--- src/hdl/wfssf_pkg.sv ---
// Package for the 802.11 source address and SSID filter.
// Holds frame offsets, the OUI table and the SSID pattern cell tables.
// No dependencies.
`timescale 1ns / 1ps

package wfssf_pkg;

   localparam int OUI_ENTRIES    = 20;
   localparam int PATTERN_COUNT  = 6;
   localparam int SSID_MAX       = 32;

   localparam int OUI_TABLE_SIZE = 20;
   localparam int OUI_USED       = (OUI_ENTRIES < OUI_TABLE_SIZE) ? OUI_ENTRIES : OUI_TABLE_SIZE;
   localparam int ENTRY_W        = 5;

   localparam int PAT_NUM        = 6;
   localparam int PAT_USED       = (PATTERN_COUNT < PAT_NUM) ? PATTERN_COUNT : PAT_NUM;
   localparam int PAT_CELLS      = 45;
   localparam int PAT_IDX_W      = 3;

   localparam logic [7:0] FC_BEACON     = 8'h80;
   localparam logic [7:0] FC_PROBE_RESP = 8'h50;
   localparam logic [7:0] ELEM_SSID     = 8'h00;

   localparam logic [6:0] POS_FC_LOW    = 7'd0;
   localparam logic [6:0] POS_FC_HIGH   = 7'd1;
   localparam logic [4:0] ADDR_OFF_STD  = 5'd10;
   localparam logic [4:0] ADDR_OFF_FDS  = 5'd16;
   localparam logic [4:0] ADDR_LEN      = 5'd6;
   localparam logic [6:0] POS_ELEM_ID   = 7'd36;
   localparam logic [6:0] POS_ELEM_LEN  = 7'd37;
   localparam logic [6:0] SSID_START    = 7'd38;
   localparam logic [6:0] POS_MAX       = 7'd127;

   localparam logic [23:0] OUI_TAB [0:OUI_TABLE_SIZE-1] = '{
      24'h70C94E, 24'h3C9180, 24'hD8F3BC, 24'h803049, 24'h145AFC,
      24'h744CA1, 24'h083A88, 24'h9C2F9D, 24'h940853, 24'hE4AAEA,
      24'h588E81, 24'hCCCCCC, 24'hEC1BBD, 24'h9035EA, 24'h040D84,
      24'hF082C0, 24'h1C34F1, 24'h385B44, 24'h943469, 24'hB4E3F9
   };
   localparam logic OUI_CLS [0:OUI_TABLE_SIZE-1] = '{
      1'b0, 1'b0, 1'b0, 1'b0, 1'b0, 1'b0, 1'b0, 1'b0, 1'b0, 1'b0,
      1'b1, 1'b1, 1'b1, 1'b1, 1'b1, 1'b1, 1'b1, 1'b1, 1'b1, 1'b1
   };

   // one cell per pattern character, patterns laid end to end
   localparam logic [7:0] CELL_CHAR [0:PAT_CELLS-1] = '{
      8'h66, 8'h6C, 8'h6F, 8'h63, 8'h6B,
      8'h46, 8'h6C, 8'h6F, 8'h63, 8'h6B,
      8'h46, 8'h4C, 8'h4F, 8'h43, 8'h4B,
      8'h46, 8'h53, 8'h20, 8'h45, 8'h78, 8'h74, 8'h20,
      8'h42, 8'h61, 8'h74, 8'h74, 8'h65, 8'h72, 8'h79,
      8'h50, 8'h65, 8'h6E, 8'h67, 8'h75, 8'h69, 8'h6E,
      8'h50, 8'h69, 8'h67, 8'h76, 8'h69, 8'h73, 8'h69, 8'h6F, 8'h6E
   };
   localparam logic [PAT_IDX_W-1:0] CELL_PAT [0:PAT_CELLS-1] = '{
      3'd0, 3'd0, 3'd0, 3'd0, 3'd0,
      3'd1, 3'd1, 3'd1, 3'd1, 3'd1,
      3'd2, 3'd2, 3'd2, 3'd2, 3'd2,
      3'd3, 3'd3, 3'd3, 3'd3, 3'd3, 3'd3, 3'd3,
      3'd3, 3'd3, 3'd3, 3'd3, 3'd3, 3'd3, 3'd3,
      3'd4, 3'd4, 3'd4, 3'd4, 3'd4, 3'd4, 3'd4,
      3'd5, 3'd5, 3'd5, 3'd5, 3'd5, 3'd5, 3'd5, 3'd5, 3'd5
   };
   localparam logic CELL_FIRST [0:PAT_CELLS-1] = '{
      1'b1, 1'b0, 1'b0, 1'b0, 1'b0,
      1'b1, 1'b0, 1'b0, 1'b0, 1'b0,
      1'b1, 1'b0, 1'b0, 1'b0, 1'b0,
      1'b1, 1'b0, 1'b0, 1'b0, 1'b0, 1'b0, 1'b0,
      1'b0, 1'b0, 1'b0, 1'b0, 1'b0, 1'b0, 1'b0,
      1'b1, 1'b0, 1'b0, 1'b0, 1'b0, 1'b0, 1'b0,
      1'b1, 1'b0, 1'b0, 1'b0, 1'b0, 1'b0, 1'b0, 1'b0, 1'b0
   };
   localparam logic CELL_LAST [0:PAT_CELLS-1] = '{
      1'b0, 1'b0, 1'b0, 1'b0, 1'b1,
      1'b0, 1'b0, 1'b0, 1'b0, 1'b1,
      1'b0, 1'b0, 1'b0, 1'b0, 1'b1,
      1'b0, 1'b0, 1'b0, 1'b0, 1'b0, 1'b0, 1'b0,
      1'b0, 1'b0, 1'b0, 1'b0, 1'b0, 1'b0, 1'b1,
      1'b0, 1'b0, 1'b0, 1'b0, 1'b0, 1'b0, 1'b1,
      1'b0, 1'b0, 1'b0, 1'b0, 1'b0, 1'b0, 1'b0, 1'b0, 1'b1
   };

   typedef struct packed {
      logic clear;
      logic feed;
   } cell_ctrl_type;

   typedef struct packed {
      logic               hit;
      logic [ENTRY_W-1:0] entry;
      logic               cls;
   } oui_result_type;

endpackage

--- src/hdl/wfssf_match_cell.sv ---
// One character cell of the SSID substring matcher chain.
// Holds one shift-and progress bit; depends on wfssf_pkg.
`timescale 1ns / 1ps

module wfssf_match_cell
   import wfssf_pkg::*;
(
   input  logic          clock,
   input  logic          reset,
   input  cell_ctrl_type ctrl,
   input  logic          chain_in,
   input  logic [7:0]    data_byte,
   input  logic [7:0]    cell_char,
   output logic          prog,
   output logic          hit
);

   logic prog_ff;
   logic prog_in;
   logic step;

   assign step = chain_in & (data_byte == cell_char);
   assign hit  = ctrl.feed & step;
   assign prog = prog_ff;

   always_comb begin
      if (ctrl.clear) begin
         prog_in = 1'b0;
      end else if (ctrl.feed) begin
         prog_in = step;
      end else begin
         prog_in = prog_ff;
      end
   end

   always_ff @(posedge clock) begin
      if (reset) begin
         prog_ff <= 1'b0;
      end else begin
         prog_ff <= prog_in;
      end
   end

endmodule

--- src/hdl/wfssf_oui_lookup.sv ---
// OUI prefix lookup: first matching table entry and its class.
// Depends on wfssf_pkg.
`timescale 1ns / 1ps

module wfssf_oui_lookup
   import wfssf_pkg::*;
(
   input  logic           enable,
   input  logic [23:0]    prefix,
   output oui_result_type result
);

   always_comb begin
      result = '0;
      for (int i = OUI_USED - 1; i >= 0; i--) begin
         if (enable && prefix == OUI_TAB[i]) begin
            result.hit   = 1'b1;
            result.entry = ENTRY_W'(i);
            result.cls   = OUI_CLS[i];
         end
      end
   end

endmodule

--- src/hdl/wifi_frame_source_ssid_filter_top.sv ---
// Top level of the 802.11 source address and SSID filter.
// Depends on wfssf_pkg, wfssf_match_cell and wfssf_oui_lookup.
`timescale 1ns / 1ps

// Takes one frame byte per cycle on the req_ channel and gives one summary
// word on the rsp_ channel, registered, the cycle after the byte marked
// last_byte is taken. A new byte is taken each cycle unless a finished word
// waits with rsp_stall high. The SSID is
// searched by a chain of one cell per pattern character, all stepping on
// the same byte, so the rate does not depend on SSID length.
module wifi_frame_source_ssid_filter_top
   import wfssf_pkg::*;
(
   input  logic               clock,
   input  logic               reset,
   input  logic               req_valid,
   output logic               req_stall,
   input  logic [7:0]         req_data_byte,
   input  logic               req_frame_is_mgmt,
   input  logic               req_last_byte,
   output logic               rsp_valid,
   input  logic               rsp_stall,
   output logic               rsp_has_source,
   output logic [47:0]        rsp_source_address,
   output logic               rsp_oui_hit,
   output logic [ENTRY_W-1:0] rsp_oui_entry,
   output logic               rsp_oui_class,
   output logic               rsp_ssid_seen,
   output logic [PAT_NUM-1:0] rsp_ssid_hits,
   output logic               rsp_detection
);

   logic               req_accept;
   logic               frame_end;

   logic [6:0]         pos_ff, pos_in;
   logic               mgmt_ff, mgmt_in;
   logic [7:0]         fc_low_ff, fc_low_in;
   logic [7:0]         fc_high_ff, fc_high_in;
   logic [47:0]        addr_ff, addr_in;
   logic [7:0]         elem_id_ff, elem_id_in;
   logic [7:0]         elem_len_ff, elem_len_in;
   logic               ended_ff, ended_in;
   logic [PAT_NUM-1:0] found_ff, found_in;

   logic [4:0]         addr_off;
   logic [5:0]         ssid_n;
   logic               in_ssid;
   logic               feed;
   cell_ctrl_type      cell_ctrl;
   logic [PAT_CELLS-1:0] cell_prog;
   logic [PAT_CELLS-1:0] cell_hit;
   logic [PAT_NUM-1:0] found_now;

   logic [7:0]         count;
   logic [4:0]         res_off;
   logic [5:0]         res_ssid_n;
   logic               res_has_src;
   logic               res_seen;
   logic [PAT_NUM-1:0] res_hits;
   oui_result_type     oui_res;

   logic               rsp_valid_ff, rsp_valid_in;
   logic               has_src_ff;
   logic [47:0]        src_ff;
   oui_result_type     oui_ff;
   logic               seen_ff;
   logic [PAT_NUM-1:0] hits_ff;

   assign req_stall  = rsp_valid_ff & rsp_stall;
   assign req_accept = req_valid & ~req_stall;
   assign frame_end  = req_accept & req_last_byte;

   // frame parsing
   always_comb begin
      addr_off = (fc_high_ff[1] && !fc_high_ff[0]) ? ADDR_OFF_FDS : ADDR_OFF_STD;
      ssid_n   = (elem_len_ff < 8'(SSID_MAX)) ? elem_len_ff[5:0] : 6'(SSID_MAX);
      in_ssid  = (pos_ff >= SSID_START) && ((pos_ff - SSID_START) < {1'b0, ssid_n})
                 && !ended_ff;

      mgmt_in     = mgmt_ff;
      fc_low_in   = fc_low_ff;
      fc_high_in  = fc_high_ff;
      addr_in     = addr_ff;
      elem_id_in  = elem_id_ff;
      elem_len_in = elem_len_ff;
      ended_in    = ended_ff;
      pos_in      = pos_ff;
      feed        = 1'b0;

      if (req_accept) begin
         if (pos_ff == POS_FC_LOW) begin
            fc_low_in = req_data_byte;
            mgmt_in   = req_frame_is_mgmt;
         end else if (pos_ff == POS_FC_HIGH) begin
            fc_high_in = req_data_byte;
         end
         if (pos_ff >= {2'b00, addr_off} && pos_ff < {2'b00, addr_off + ADDR_LEN}) begin
            addr_in = {addr_ff[39:0], req_data_byte};
         end
         if (pos_ff == POS_ELEM_ID) begin
            elem_id_in = req_data_byte;
         end else if (pos_ff == POS_ELEM_LEN) begin
            elem_len_in = req_data_byte;
         end else if (in_ssid) begin
            if (req_data_byte == 8'h00) begin
               ended_in = 1'b1;
            end else begin
               feed = 1'b1;
            end
         end
         if (pos_ff < POS_MAX) begin
            pos_in = pos_ff + 7'd1;
         end
      end
   end

   assign cell_ctrl.clear = frame_end;
   assign cell_ctrl.feed  = feed;

   generate
      for (genvar c = 0; c < PAT_CELLS; c++) begin : g_cell
         logic chain;
         if (c == 0) begin : g_head
            assign chain = 1'b1;
         end else begin : g_link
            assign chain = CELL_FIRST[c] ? 1'b1 : cell_prog[c-1];
         end
         wfssf_match_cell u_cell (
            .clock     (clock),
            .reset     (reset),
            .ctrl      (cell_ctrl),
            .chain_in  (chain),
            .data_byte (req_data_byte),
            .cell_char (CELL_CHAR[c]),
            .prog      (cell_prog[c]),
            .hit       (cell_hit[c])
         );
      end
   endgenerate

   always_comb begin
      found_now = '0;
      for (int c = 0; c < PAT_CELLS; c++) begin
         if (CELL_LAST[c] && int'(CELL_PAT[c]) < PAT_USED) begin
            found_now[CELL_PAT[c]] = found_now[CELL_PAT[c]] | cell_hit[c];
         end
      end
   end

   assign found_in = found_ff | found_now;

   // summary word, from the values updated with the last byte
   always_comb begin
      count       = {1'b0, pos_ff} + 8'd1;
      res_off     = (fc_high_in[1] && !fc_high_in[0]) ? ADDR_OFF_FDS : ADDR_OFF_STD;
      res_ssid_n  = (elem_len_in < 8'(SSID_MAX)) ? elem_len_in[5:0] : 6'(SSID_MAX);
      res_has_src = !(fc_high_in[1] && fc_high_in[0]) &&
                    (count >= {3'b000, res_off + ADDR_LEN});
      res_seen    = mgmt_in && (fc_low_in == FC_BEACON || fc_low_in == FC_PROBE_RESP) &&
                    (elem_id_in == ELEM_SSID) && (elem_len_in != 8'h00) &&
                    (count >= ({1'b0, SSID_START} + {2'b00, res_ssid_n}));
      res_hits    = res_seen ? found_in : '0;
   end

   wfssf_oui_lookup u_oui (
      .enable (res_has_src),
      .prefix (addr_in[47:24]),
      .result (oui_res)
   );

   always_ff @(posedge clock) begin
      if (reset || frame_end) begin
         pos_ff      <= '0;
         mgmt_ff     <= 1'b0;
         fc_low_ff   <= '0;
         fc_high_ff  <= '0;
         addr_ff     <= '0;
         elem_id_ff  <= '0;
         elem_len_ff <= '0;
         ended_ff    <= 1'b0;
         found_ff    <= '0;
      end else begin
         pos_ff      <= pos_in;
         mgmt_ff     <= mgmt_in;
         fc_low_ff   <= fc_low_in;
         fc_high_ff  <= fc_high_in;
         addr_ff     <= addr_in;
         elem_id_ff  <= elem_id_in;
         elem_len_ff <= elem_len_in;
         ended_ff    <= ended_in;
         found_ff    <= found_in;
      end
   end

   // output word register
   always_comb begin
      if (frame_end) begin
         rsp_valid_in = 1'b1;
      end else if (!rsp_stall) begin
         rsp_valid_in = 1'b0;
      end else begin
         rsp_valid_in = rsp_valid_ff;
      end
   end

   always_ff @(posedge clock) begin
      if (reset) begin
         rsp_valid_ff <= 1'b0;
      end else begin
         rsp_valid_ff <= rsp_valid_in;
      end
   end

   always_ff @(posedge clock) begin
      if (frame_end) begin
         has_src_ff <= res_has_src;
         src_ff     <= res_has_src ? addr_in : '0;
         oui_ff     <= oui_res;
         seen_ff    <= res_seen;
         hits_ff    <= res_hits;
      end
   end

   assign rsp_valid          = rsp_valid_ff;
   assign rsp_has_source     = has_src_ff;
   assign rsp_source_address = src_ff;
   assign rsp_oui_hit        = oui_ff.hit;
   assign rsp_oui_entry      = oui_ff.entry;
   assign rsp_oui_class      = oui_ff.cls;
   assign rsp_ssid_seen      = seen_ff;
   assign rsp_ssid_hits      = hits_ff;
   assign rsp_detection      = oui_ff.hit | (|hits_ff);

   a_clear_after_last: assert property (@(posedge clock) disable iff (reset)
      frame_end |=> (pos_ff == '0 && found_ff == '0 && cell_prog == '0))
      else $error("frame state not cleared after last word");

   a_no_source_fields: assert property (@(posedge clock) disable iff (reset)
      (rsp_valid && !rsp_has_source) |-> (rsp_source_address == '0 && !rsp_oui_hit))
      else $error("source fields set without a source address");

   a_hits_need_ssid: assert property (@(posedge clock) disable iff (reset)
      (rsp_valid && !rsp_ssid_seen) |-> (rsp_ssid_hits == '0))
      else $error("ssid hits without an ssid");

   a_word_held: assert property (@(posedge clock) disable iff (reset)
      (rsp_valid && rsp_stall) |=> (rsp_valid && $stable(rsp_source_address)))
      else $error("stalled result word changed");

endmodule

--- config.mk ---
export PLATFORM = sky130hd
export DESIGN_NAME = wifi_frame_source_ssid_filter_top
export DESIGN_NICKNAME = d
export VERILOG_FILES = /design/src/hdl/wfssf_pkg.sv /design/src/hdl/wfssf_match_cell.sv /design/src/hdl/wfssf_oui_lookup.sv /design/src/hdl/wifi_frame_source_ssid_filter_top.sv
export SDC_FILE = /design/constraint.sdc
export NUM_CORES = 1
export LEC_CHECK = 0
export ABC_AREA = 0
export BUFFER_PORTS_ARGS = -buffer_cell sky130_fd_sc_hd__buf_2
export CAP_MARGIN = 20
export CORE_MARGIN = 2
export CORE_UTILIZATION = 28
export DETAILED_ROUTE_END_ITERATION = 8
export GPL_ROUTABILITY_DRIVEN = 0
export MAX_ROUTING_LAYER = met4
export PLACE_DENSITY = 0.54
export SLEW_MARGIN = 20
export SYNTH_ARGS = -nofsm -noshare
export SYNTH_HDL_FRONTEND = slang
export SYNTH_SLANG_ARGS = --single-unit
--- constraint.sdc ---
create_clock -name clock -period 5.3 [get_ports clock]
set_input_delay 0 -clock clock [delete_from_list [all_inputs] [get_ports clock]]
set_output_delay 0 -clock clock [all_outputs]
set_load 0.02 [all_outputs]
==> After elaboration in Yosys (flattened, before gate mapping) <==
Cells that the tools add are included.
{ "word_totals": {"ff_bits": 189, "inputBits": 14, "output_inout_bits": 66} }
{ "classes": {"add_sub_neg": 6, "magnitude_cmp": 9, "bitwise_logic": 53, "n_mux": 44, "n_eq_ne": 53, "reduce_logical": 51} }
{ "op_table": {"columns": ["cell", "n"], "rows": [
  ["$eq A24 B24 Y1 const B", 11],
  ["$eq A8 B7 Y1 const B", 27],
  ["$mux W48", 2],
  ["$eq A24 B23 Y1 const B", 3],
  ["$mux W8", 7],
  ["$mux W5", 10],
  ["$and A1 B1 Y1", 48],
  ["$eq A24 B21 Y1 const B", 2],
  ["$eq A24 B22 Y1 const B", 2],
  ["$logic_and A1 B1 Y1", 31],
  ["$mux W6", 5],
  ["$eq A24 B19 Y1 const B", 1],
  ["$eq A24 B20 Y1 const B", 1],
  ["$reduce_or A19 Y1", 1],
  ["$logic_not A8 Y1", 2],
  ["$lt A8 B6 Y1 const B", 2],
  ["$mux W4", 4],
  ["$reduce_or A16 Y1", 1],
  ["$eq A7 B6 Y1 const B", 2],
  ["$add A5 B3 Y5 const B", 2],
  ["$reduce_or A10 Y1", 1],
  ["$mux W1", 9],
  ["$add A7 B1 Y8 const B", 1],
  ["$eq A8 B6 Y1 const B", 1],
  ["other kinds (29)", 40]
]} }

==> Depth between registers and ports, before layout <==
{ "depth": {"word_depth": 30, "depth_mapped": 17} }

==> Cells and area by module <==
Synthesis repeated with hierarchy kept, for this count alone.
{ "unflattened": {"cells_unflattened": 1472, "hier_area_um2": 13407.9} }
{ "modules_own_cells": {"columns": ["mod", "seq_area_each_um2", "n_inst", "cells_per_inst", "area_per_inst_um2"], "rows": [
  ["wifi_frame_source_ssid_filter_top", 3693.5, 1, 621, 6515.0],
  ["wfssf_match_cell", 20.0, 45, 16, 133.9],
  ["wfssf_oui_lookup", 0.0, 1, 131, 868.3]
]} }

==> Least setup slack after synthesis <==
No wires, ideal clock.
{ "synth_timing": {"path_type": "register -> register", "start": "register pos_ff[3]", "end": "register hits_ff[0] (netlist: rsp_ssid_hits[0]), data pin", "path_buffers": 3, "path_stages_with_launch": 17, "t_arrival_ns": 3.844, "setup_time_ns": 0.284, "synth_period_minus_slack_ns": 4.128, "setup_slack_ns": 1.172, "path_cell_list": "dfxtp_1 buf_6 or2_2 nor3_1 and3_1 clkbuf_1 buf_2 mux2i_1 or2_2 ha_1 ha_1 a21o_1 a21o_1 a21o_1 a21o_1 a211oi_1 nor3_1"} }
{ "synth_via": {"elab_chain_cells": 10, "word_cells_on_any_way": 37, "cone_classes": "3 x add/sub; 4 x order compare; 4 x eq/ne; 14 x mux; 2 x bitwise; 10 x reduce/logical"} }
{ "synth_lines": {"columns": ["item", "line_no", "source"], "rows": [
  ["start, declared", "wifi_frame_source_ssid_filter_top.sv:36", "logic [6:0] pos_ff, pos_in;"],
  ["start signal, assigned", "wifi_frame_source_ssid_filter_top.sv:184", "pos_ff <= pos_in;"],
  ["branches (longest 10 deep; another with $lt A8 B6 Y1)", null, null],
  ["end signal, assigned", "wifi_frame_source_ssid_filter_top.sv:221", "hits_ff <= res_hits;"],
  ["end, declared", "wifi_frame_source_ssid_filter_top.sv:68", "logic [PAT_NUM-1:0] hits_ff;"]
]} }
Parallel ways; which one is timed is not known.
A chain may end at the register's enable or synchronous reset.

==> Worst setup path after layout <==
{ "layout_timing": {"start": "register pos_ff[0]", "end": "register oui_ff, in the netlist rsp_oui_hit, data pin"} }
{ "layout_via": {"word_cells_on_any_way": 61, "cone_classes": "2 x add/sub; 3 x order compare; 21 x eq/ne; 7 x mux; 28 x reduce/logical"} }
{ "layout_rtl": {"columns": ["item", "line_no", "source"], "rows": [
  ["$add A7 B1 Y8 *", "wifi_frame_source_ssid_filter_top.sv:155", "count = {1'b0, pos_ff} + 8'd1;"],
  ["named net count[0]", "wifi_frame_source_ssid_filter_top.sv:55", "logic [7:0] count;"],
  ["$ge A8 B5 Y1 *", "wifi_frame_source_ssid_filter_top.sv:159", "(count >= {3'b000, res_off + ADDR_LEN});"],
  ["$logic_and A1 B1 Y1 *", "wifi_frame_source_ssid_filter_top.sv:158", "res_has_src = !(fc_high_in[1] && fc_high_in[0]) &&"],
  ["$logic_and A1 B1 Y1", "wfssf_oui_lookup.sv:16", "if (enable && prefix == OUI_TAB[i]) begin"],
  ["$reduce_or A19 Y1 (no source line) or $mux W7 (tied branches)", null, null],
  ["end signal, assigned", "wifi_frame_source_ssid_filter_top.sv:219", "oui_ff <= oui_res;"],
  ["end, declared", "wifi_frame_source_ssid_filter_top.sv:66", "oui_result_type oui_ff;"]
]} }
The timed path passes the listed nets; every way through them passes the cells marked *.

==> flow_metrics.env <==
export IMPL_clk_pin_slew_ns=0.07
export IMPL_cap_violations=0
export IMPL_clock_latency_ns=0.44
export IMPL_die_y_um=191
export IMPL_cp_num_buf_inv=3
export IMPL_path_cells="inv_1, ha_1, nor2b_1, and4b_1, mux2i_1, inv_1, ha_1, a21boi_0, o31a_2, o41ai_4, buf_4, a211oi_1, a211oi_2, or3b_1, or4_1"
export IMPL_cp_start_kind="flop"
export IMPL_synth_edf_count=63
export IMPL_crit_fanout=27
export IMPL_slew_headroom_pct=36.5
export IMPL_fin_skew_ns=0.0128
export IMPL_powerDensity_nw_per_um2=270
export IMPL_grt_pass1_wl_mm=46.3
export IMPL_fp_dieW_um=191
export IMPL_area_growth_pct=14.0
export IMPL_vias=8611
export IMPL_grt_util_all_layers_pct=16.6
export IMPL_nets=1163
export IMPL_cp_data_arrival_time_ns=4.65
export IMPL_tightest_slew_ns=0.939
export IMPL_cts_resized=0
export IMPL_viasPerCell=5.40
export IMPL_postRouteAntennaNets=0
export IMPL_slowest_stage="dfxtp_1"
export IMPL_cts_tree="yes"
export IMPL_power_leakage_nw=3.97
export IMPL_cts_max_path_buffers=2
export IMPL_hold_class="input port to flop"
export IMPL_seqPwrFrac_pct=50.7
export IMPL_yosysWarnings=0
export IMPL_p_switching_w=0.000773
export IMPL_synth_most_common_cell="nor2_1"
export IMPL_synth_top_area_share_pct=25.7
export IMPL_io_buffers=79
export IMPL_core_sq_um=34500
export IMPL_clock_fmax_ghz=0.224
export IMPL_synth_cells=1084
export IMPL_drc=0
export IMPL_synth_common_cells="183 x nor2_1, 126 x dfxtp_1, 81 x nand2_1"
export IMPL_wl_per_cell_um=18.2
export IMPL_ir_drop_uv=232
export IMPL_hold_viol=0
export IMPL_power_frac_clock_pct=43.3
export IMPL_fin_crit_ns=4.47
export IMPL_fin_crit_sh_pct=84.3
export IMPL_cts_buffers=17
export IMPL_synth_ff_type="dfxtp_1"
export IMPL_swShare_pct=25.6
export IMPL_status="finished, final reports clean"
export IMPL_seq_area_sq_um=4410
export IMPL_synth_seq_cells=189
export IMPL_rows=68
export IMPL_fin_setup_tns_ns=0
export IMPL_synth_top_area_cell="dfxtp_1"
export IMPL_synth_avg_cell_area_sq_um=9.05
export IMPL_whs_ns=0.0301
export IMPL_synth_nets=1120
export IMPL_cp_end_kind="flop"
export IMPL_antenna_found_initial=0
export IMPL_cts_setup_buffers=0
export IMPL_setup_viol_count_final=0
export IMPL_drive_above_1_share_pct=14.0
export IMPL_yosysSeqAreaShare_pct=45.0
export IMPL_drt_pass1_iter_count=6
export IMPL_first_iter_violations=937
export IMPL_clock_sinks=189
export IMPL_dieArea_sq_um=36600
export IMPL_multi_input_area_sq_um=4930
export IMPL_io_pins=80
export IMPL_synthArstFlopShare_pct=0
export IMPL_critPathKind="flop to flop"
export IMPL_fillCellCount=3662
export IMPL_slew_viol_final=0
export IMPL_rsz0062_at_grt="no"
export IMPL_cpPeakStageDelay_ns=0.54
export IMPL_synth_area_leaders="dfxtp_1 26%, edfxtp_1 19%, mux2i_1 8.1%"
export IMPL_dp_hpwl_mm=20.3
export IMPL_start_util_pct=28.4
export IMPL_htree_levels=4
export IMPL_synth_distinct_cells=79
export IMPL_n_antenna_cell=0
export IMPL_synthesis_area_sq_um=9810
export IMPL_cpLargestDelayFamily="simple AND/OR/NAND/NOR gates"
export IMPL_grt_max_degree=94
export IMPL_drt_wl_total_mm=29.1
export IMPL_grt_pass1_vias=8331
export IMPL_overflow=0
export IMPL_combinationalPowerShare_pct=6.1
export IMPL_root_buffer="clkbuf_16"
export IMPL_internal_power_w=0.00224
export IMPL_critical_path_required_ns=5.48
final timing paths:
check | from | end | slack (ns) | cells past startpoint
hold reg to reg | g_cell[37].u_cell.prog | g_cell[37].u_cell.prog | 0.45 | 2
setup / recovery | pos_ff[0] | rsp_oui_hit | 0.83 | 15
hold / removal | req_data_byte[1] | fc_low_ff[1] | 0.03 | 3
setup reg to reg | pos_ff[0] | rsp_oui_hit | 0.83 | 15
layout make-up:
cell class | instances | area share [%]
inverters | 12 | 0.403
multi-input cells | 803 | 44.1
repair buffers | 104 | 5.59
clock buffers | 17 | 3.80
clock inverters | 15 | 1.60
well taps | 455 | 5.09
flip-flops and latches | 189 | 39.4
timing repair:
action | 4_1_cts | 5_1_grt
endpoints found under the hold margin | 12 | 0
hold buffers | 9 | 0
endpoints found under the setup margin | 0 | 0
worst register-to-register path, stage by stage, from the launching register on:
cell	delay [ns]
dfxtp_1	0.54
inv_1	0.12
ha_1	0.25
nor2b_1	0.14
and4b_1	0.35
mux2i_1	0.29
inv_1	0.07
ha_1	0.28
a21boi_0	0.12
o31a_2	0.31
o41ai_4	0.23
buf_4	0.33
a211oi_1	0.12
a211oi_2	0.27
or3b_1	0.39
or4_1	0.40
stage by stage:
stage | cells | power [W] | setup WS [ns] | cell area (sq um) | util [%]
floorplan | 1084 | 0.00168 | 1.17 | 9810 | -
global placement | 1553 | 0.00174 | 0.918 | 10500 | 30.3
detailed placement | 1553 | 0.00174 | 0.818 | 10500 | 30.3
CTS | 1594 | 0.00305 | 0.833 | 11200 | 32.3
global route | 1595 | 0.00313 | 0.468 | 11200 | 32.4
finish | 1595 | 0.00302 | 0.834 | 11200 | 32.4
per-layer routing:
metal / part of all wire (%) / GRT usage, %
met2: 46 / 25.6
met4: 4.2 / 7.87
met1: 43 / 20.9
met5: 0 / -
met3: 7.0 / 3.30
flip-flops by register name, summed over array words and instances (netlist names), 7 cells and up:
signal              cells
addr_ff                48
pos_ff                  7
fc_low_ff               8
elem_len_ff             8
elem_id_ff              8
g_cell.u_cell.prog     36
rsp_source_address     48
layout by cell type, fill, tap and decap left out, types with 9 or more instances in the layout:
cell / synthesis / layout
clkbuf_16: 0 / 17
o21ai_0: 17 / 17
nand3_1: 40 / 40
nor4b_1: 10 / 10
dlygate4sd3_1: 0 / 9
nor2_1: 183 / 183
nor2b_1: 20 / 20
nand2b_1: 24 / 24
ha_1: 22 / 22
nor3_1: 46 / 45
buf_4: 2 / 15
inv_1: 12 / 13
nand4_1: 45 / 45
nor4_1: 28 / 28
a31oi_1: 14 / 14
dfxtp_1: 126 / 126
buf_2: 4 / 79
mux2i_1: 79 / 79
and3_1: 9 / 9
edfxtp_1: 63 / 63
nand2_1: 81 / 81
a21oi_1: 59 / 59
cell families (layout without fill, tap and decap cells):
family                     count (synthesis)  after routing  synth area share [%]
and+or+nand+nor                          545            545                  28.1
AOI/OAI and AO/OA                        140            140                  9.47
muxes                                     85             85                  8.75
DFF                                      189            189                  45.0
xor gates and xnor gates                  11             11                 0.982
adders and majority gates                 22             22                  2.81
buffers and inverters                     92            148                  4.91
power groups by stage:
stage	Clock, W	Combinational [W]	Sequential (W)
floorplan	0	0.0000987	0.00158
global placement	0	0.000176	0.00156
detailed placement	0	0.000176	0.00156
CTS	0.00134	0.000182	0.00153
global route	0.00140	0.000200	0.00153
finish	0.00131	0.000183	0.00153
Note: power is estimated with default switching activity, not from simulation.
